**src/hw/rtl/pdc_pkg.sv**
```systemverilog
// Shared types and constants for the prefix dictionary classifier.
// Used by pdc_cell and prefix_dictionary_classifier_unit; no dependencies.
package pdc_pkg;

    // Widths fixed by the item fields
    localparam int TEXT_W  = 64;
    localparam int SLOT_W  = 6;
    localparam int CFG_W   = 7;
    localparam int KIND_W  = 2;
    localparam int EIDX_W  = 7;
    localparam int LEN_W   = 4;   // name length 0..8

    // Item operation codes
    localparam logic OP_LOAD  = 1'b0;
    localparam logic OP_MATCH = 1'b1;

    // Result kinds
    localparam logic [KIND_W-1:0] KIND_INVALID   = 2'd0;
    localparam logic [KIND_W-1:0] KIND_PENDING   = 2'd1;
    localparam logic [KIND_W-1:0] KIND_COMPLETE  = 2'd2;
    localparam logic [KIND_W-1:0] KIND_AMBIGUOUS = 2'd3;

    // Exact index when there is no exact hit
    localparam logic [EIDX_W-1:0] EIDX_NONE = 7'h7F;

    // Control traveling with an item from cell to cell
    typedef struct packed {
        logic              valid;
        logic              op;
        logic [SLOT_W-1:0] slot;
        logic [LEN_W-1:0]  tlen;
        logic              exact;
        logic              prefix;
    } t_ctl;

endpackage

```
**src/hw/rtl/pdc_cell.sv**
```systemverilog
// One cell of the keyword chain: holds one table name and compares it with
// the item passing through. Depends on pdc_pkg.
module pdc_cell
    import pdc_pkg::*;
#(
    parameter int CELL_INDEX = 0,
    parameter int NAME_CHARS = 8,
    parameter int IDX_W      = 6
) (
    input  logic                    i_clk,
    input  logic                    i_rst_n,
    input  logic                    i_adv,
    input  logic [CFG_W-1:0]        i_used,
    input  t_ctl                    i_ctl,
    input  logic [NAME_CHARS*8-1:0] i_tok,
    input  logic [NAME_CHARS*8-1:0] i_mask,
    input  logic [IDX_W-1:0]        i_at,
    output t_ctl                    o_ctl,
    output logic [NAME_CHARS*8-1:0] o_tok,
    output logic [NAME_CHARS*8-1:0] o_mask,
    output logic [IDX_W-1:0]        o_at
);

    localparam int NAME_W = NAME_CHARS * 8;

    logic [NAME_W-1:0] r_name;
    logic [LEN_W-1:0]  r_len;
    t_ctl              r_ctl;
    logic [NAME_W-1:0] r_tok;
    logic [NAME_W-1:0] r_mask;
    logic [IDX_W-1:0]  r_at;

    t_ctl              n_ctl;
    logic [IDX_W-1:0]  n_at;
    logic              load_here;
    logic              in_use;
    logic              exact_hit;
    logic              prefix_hit;

    // Decode a load aimed at this cell and whether this cell takes part
    assign load_here = i_ctl.valid && (i_ctl.op == OP_LOAD)
                       && (int'(i_ctl.slot) == CELL_INDEX);
    assign in_use    = i_ctl.valid && (i_ctl.op == OP_MATCH)
                       && (int'(i_used) > CELL_INDEX);

    // Compare the stored name with the token
    assign exact_hit  = in_use && (r_len == i_ctl.tlen) && (r_name == i_tok);
    assign prefix_hit = in_use && (r_len > i_ctl.tlen) && ((r_name & i_mask) == i_tok);

    // Merge this cell's hits into the running result; later cells win the index
    always_comb begin
        n_ctl        = i_ctl;
        n_ctl.exact  = i_ctl.exact || exact_hit;
        n_ctl.prefix = i_ctl.prefix || prefix_hit;
        n_at         = exact_hit ? IDX_W'(CELL_INDEX) : i_at;
    end

    // Store a loaded name
    always_ff @(posedge i_clk) begin
        if (i_adv && load_here) begin
            r_name <= i_tok;
            r_len  <= i_ctl.tlen;
        end
    end

    // Advance the item to the next cell; only the valid bit is reset
    always_ff @(posedge i_clk) begin
        if (!i_rst_n) begin
            r_ctl.valid <= 1'b0;
        end else if (i_adv) begin
            r_ctl.valid <= n_ctl.valid;
        end
        if (i_adv) begin
            r_ctl.op     <= n_ctl.op;
            r_ctl.slot   <= n_ctl.slot;
            r_ctl.tlen   <= n_ctl.tlen;
            r_ctl.exact  <= n_ctl.exact;
            r_ctl.prefix <= n_ctl.prefix;
            r_tok        <= i_tok;
            r_mask       <= i_mask;
            r_at         <= n_at;
        end
    end

    assign o_ctl  = r_ctl;
    assign o_tok  = r_tok;
    assign o_mask = r_mask;
    assign o_at   = r_at;

endmodule
```
**config.mk**
```make
export PLATFORM = sky130hd
export DESIGN_NAME = pdc_cell
export DESIGN_NICKNAME = d
export VERILOG_FILES = /design/src/hw/rtl/pdc_pkg.sv /design/src/hw/rtl/pdc_cell.sv
export SDC_FILE = /design/constraint.sdc
export NUM_CORES = 1
export LEC_CHECK = 0
export ABC_AREA = 1
export BUFFER_PORTS_ARGS = -buffer_cell sky130_fd_sc_hd__clkbuf_2
export CAP_MARGIN = 20
export CORE_MARGIN = 4
export CORE_UTILIZATION = 40
export DETAILED_ROUTE_END_ITERATION = 8
export MAX_ROUTING_LAYER = met4
export PLACE_DENSITY = 0.66
export SYNTH_ARGS = -nofsm -noshare
export SYNTH_HDL_FRONTEND = slang
export SYNTH_SLANG_ARGS = --single-unit
```
**constraint.sdc**
```tcl
create_clock -name i_clk -period 10.2 [get_ports i_clk]
set_input_delay 1.02 -clock i_clk [delete_from_list [all_inputs] [get_ports i_clk]]
set_output_delay 1.02 -clock i_clk [all_outputs]
set_load 0.05 [all_outputs]
```
# After elaboration in Yosys (flattened, before gate mapping)
# Cells that the tools add are included.
[word_totals]
inputBits = 158
word_cells = 30
reg_bits = 216
[classes]
magnitude_cmp = 2
bitwise_logic = 2
reduce_logical = 12
eq_ne = 3
[ops]
columns = ["op", "count"]
rows = [
  ["== test 64 bit", 2],
  ["AND 64 bit", 1],
  ["logical AND 1 bit", 9],
  ["greater-than comparator 7 x 1 -> 1 bit, second input constant", 1],
  ["logical NOT 6 bit", 1],
  ["== test 4 bit", 1],
  ["greater-than comparator 4 bit", 1],
  ["logical OR 1 bit", 2],
  ["inverter 1 bit", 1],
]

# Longest topological paths before layout
[logic_depth]
word_depth = 5
mapped_depth = 11

# Worst setup path before layout
# OpenSTA, ideal clock, no wires.
[synth_timing]
kind = "input to register"
start = "input port i_ctl[12] in the netlist's numbering"
end = "register r_len[0], enable pin"
setup_ns = 0.669
stages = 3
t_required_ns = 9.531
setup_slack_ns = 1.728
t_arrival_ns = 7.802
n_path_buf = 0
path_cell_list = "nor4_1 nand3_1 nor4_1"
[synth_via]
elab_chain_len = 4
[synth_rtl]
columns = ["item", "line_no", "text"]
rows = [
  ["start, declared", "pdc_cell.sv:14", "input t_ctl i_ctl,"],
  ["inverter 1 bit", "pdc_cell.sv:41", "assign load_here = i_ctl.valid && (i_ctl.op == OP_LOAD)"],
  ["logical AND 1 bit", "pdc_cell.sv:41", ""],
  ["logical AND 1 bit", "pdc_cell.sv:42", "&& (int'(i_ctl.slot) == CELL_INDEX);"],
  ["logical AND 1 bit", "pdc_cell.sv:60", "if (i_adv && load_here) begin"],
  ["end signal, assigned", "pdc_cell.sv:62", "r_len <= i_ctl.tlen;"],
  ["end, declared", "pdc_cell.sv:27", "logic [LEN_W-1:0] r_len;"],
]
# Every way passes these cells.
# A chain may end at the register's enable or synchronous reset.

# Worst setup path in the final report
[layout_timing]
start = "input port i_adv"
end = "register r_name[23], enable pin"
[layout_via]
elab_chain_len = 1
[layout_rtl]
columns = ["item", "line_no", "text"]
rows = [
  ["start, declared", "pdc_cell.sv:12", "input logic i_adv,"],
  ["logical AND 1 bit", "pdc_cell.sv:60", ""],
  ["end signal, assigned", "pdc_cell.sv:61", "r_name <= i_tok;"],
  ["end, declared", "pdc_cell.sv:26", "logic [NAME_W-1:0] r_name;"],
]
# Every way passes these cells.

==> reports/metrics.cfg <==
[worst_setup_path]
worst_setup_path_end_kind=flop
critPathMaxFanout=71
worstPathRequired_ps=10330
crit_type=in2reg
startpoint_type=input pin
r2r_slack_ps=8340
worstPathArrival_ps=2680
worst-r2r-cell-count=8

[grt]
grt_max_degree=81
grt.total_usage_pct=17.1
grt-ovfl-total=0
grt_pass1_vias=6660
grt_pass1_wl_um=34300
antenna_found_initial=1

[floorplanning]
initial_utilization_pct=40.7
dieWidth_um=160
coreArea_um2=22600
io_pins=306
dieArea_um2=25500
die_y_um=160
placementRows=55

[timing]
fmax_mhz=392
hold-worst-slack_ps=483
setup_viol=0
fin_crit_sh_pct=25.0
setup_tns_ps=0
worst_slew_pin_slew_ps=1020
rsz0062_at_grt=no
fin_crit_ps=2550
slew_headroom_pct=32.2
drv_slew=0
finalHoldViolCount=0
skew_ps=6.58

[drt]
wirelength_um=22100
num_vias=6824
postRouteAntennaNets=0
dr.pass1.iters=4
drc=0
routed_via_density=4.63
drtIter0Drc=278
wire_per_inst_um=15.0

[run]
maxCapViolCount=0

[yosys]
synth-simple-area-share_pct=21.4
synth_top_family_by_area=simple AND/OR/NAND/NOR gates
ys_seq_area_share_pct=70.3
synth_fa_ha_area_share_pct=0.543
synth_xor_area_share_pct=3.04
yosys_warnings=0
syn_avg_cell_area_um2=11.0
syn_area_um2=9220
muxShareOfSynthArea_pct=0
synth-compound-area-share_pct=0.597
syn_inst=841
syn_nets=1003
synth_cell_types=24
synth-seq-cells=216

[cells_and_area]
num-nets-final=1336
layout_commonest_cell=nand2_1
final_core_util_pct=52.5
drive_gt1_share_pct=29.3
areaGrowthSynthToFinish_pct=28.9
final_cell_mix=nand2_1 (305), clkbuf_2 (304), edfxtp_1 (215)
stdcell_count=1473

[cts]
postCtsSetupBuffers=0
postCtsHoldBufs=0
htree_levels=1
tritoncts=done
cts.clk_slew.worst_paths_ps=60
cts_buffer_depth=3
post_cts_resized=0
cts-root-buf=clkbuf_16
cts.sinks=216
cts_buffers=24
clkLatencyLatePin_ps=500

[power_and_ir_drop]
p_leak_nw=5.50
p_switching_mw=0.610
vdd_ir_drop_max_v=0.000122
seqPwrFrac_pct=47.3
clock_power_share_pct=37.7
internal_power_mw=1.60
power_mw=2.21
power_frac_comb_pct=15.0
power_density_nw_per_um2=186
switching_share_pct=27.6

[place]
dp.cells=1433
portBuffers=305
hpwl_um=16600
place_congestion=0.756

[min_path]
hp-class=reg2reg
hold_path_depth=2

[status]
outcome=complete, no violations

## flip-flops by register name (all words and copies together) (netlist names)
register	count
o_at	6
o_ctl	14
o_mask	64
o_tok	64
r_len	4
r_name	64
## cells by family (layout without fill, tap and decap cells)
family | count (synthesis) | in the layout
other | 0 | 1
buffers and inverters | 101 | 447
xor gates and xnor gates | 32 | 32
and+or+nand+nor | 478 | 478
AOI/OAI and AO/OA | 10 | 10
adders and majority gates | 4 | 4
DFF | 216 | 216
## synth_stat cells
| cell type | instances | area [um^2] |
|---|---|---|
| a21boi_0 | 1 | 7.51 |
| a21oi_1 | 8 | 40.0 |
| clkinv_1 | 1 | 3.75 |
| dfxtp_1 | 1 | 20.0 |
| edfxtp_1 | 215 | 6460 |
| ha_1 | 4 | 50.1 |
| inv_1 | 100 | 375 |
| nand2_1 | 305 | 1140 |
| nand2_2 | 1 | 6.26 |
| nand3_1 | 48 | 240 |
| nand3_2 | 2 | 20.0 |
| nand3b_1 | 12 | 90.1 |
| nand4_1 | 4 | 25.0 |
| nor2_1 | 89 | 334 |
| nor2_2 | 1 | 6.26 |
| nor2_4 | 2 | 22.5 |
| nor3_1 | 7 | 35.0 |
| nor3_2 | 2 | 20.0 |
| nor4_1 | 2 | 12.5 |
| o21a_1 | 1 | 7.51 |
| or2_0 | 1 | 6.26 |
| or2_1 | 2 | 12.5 |
| xnor2_1 | 5 | 43.8 |
| xor2_1 | 27 | 236 |
## through the flow
step,setup slack (ps),area (um^2)
2_1_floorplan,1730,9220
3_3_place_gp,7080,11100
3_5_place_dp,7070,11100
4_1_cts,7620,11900
5_1_grt,7440,11900
6_report,7650,11900
## power by group through the flow
stage / logic, mW / clock network, mW / registers (mW)
global placement: 0.330 / 0 / 1.06
floorplan: 0.0442 / 0 / 1.23
CTS: 0.334 / 0.856 / 1.04
detailed placement: 0.333 / 0 / 1.06
global route: 0.351 / 0.890 / 1.05
finish: 0.330 / 0.832 / 1.04
## critical path, stage by stage
cell	delay [ps]
buf_6	470
nand3_1	170
nor4_2	150
buf_4	770
## layer usage
layer	routed length, um	up-vias	part of all wire (%)	global-route usage, %
met5	0	-	0	-
met4	442	0	2.0	3.72
met3	1530	27	6.9	3.87
met2	10900	230	49	29.7
met1	9250	3124	42	20.6
li1	-	3443	-	-
## area by class of cell
class                      instances  area [um^2]
clock buffer                      26          629
inverter                         101          379
clock inverter                    13          123
tap                              285          357
sequential                       216         6480
fill                            1994        10800
timing repair buffer             307         1550
antenna                            1         2.50
multi-input combinational        524         2370
## final timing paths
| path | start | endpoint |
|---|---|---|
| setup / recovery | i_adv | r_name[23] |
| hold / removal | o_ctl[13] | o_ctl[13] |
| setup reg to reg | r_len[3] | o_at[1] |
| hold reg to reg | o_ctl[13] | o_ctl[13] |
Power figures use the tool's default switching activity.
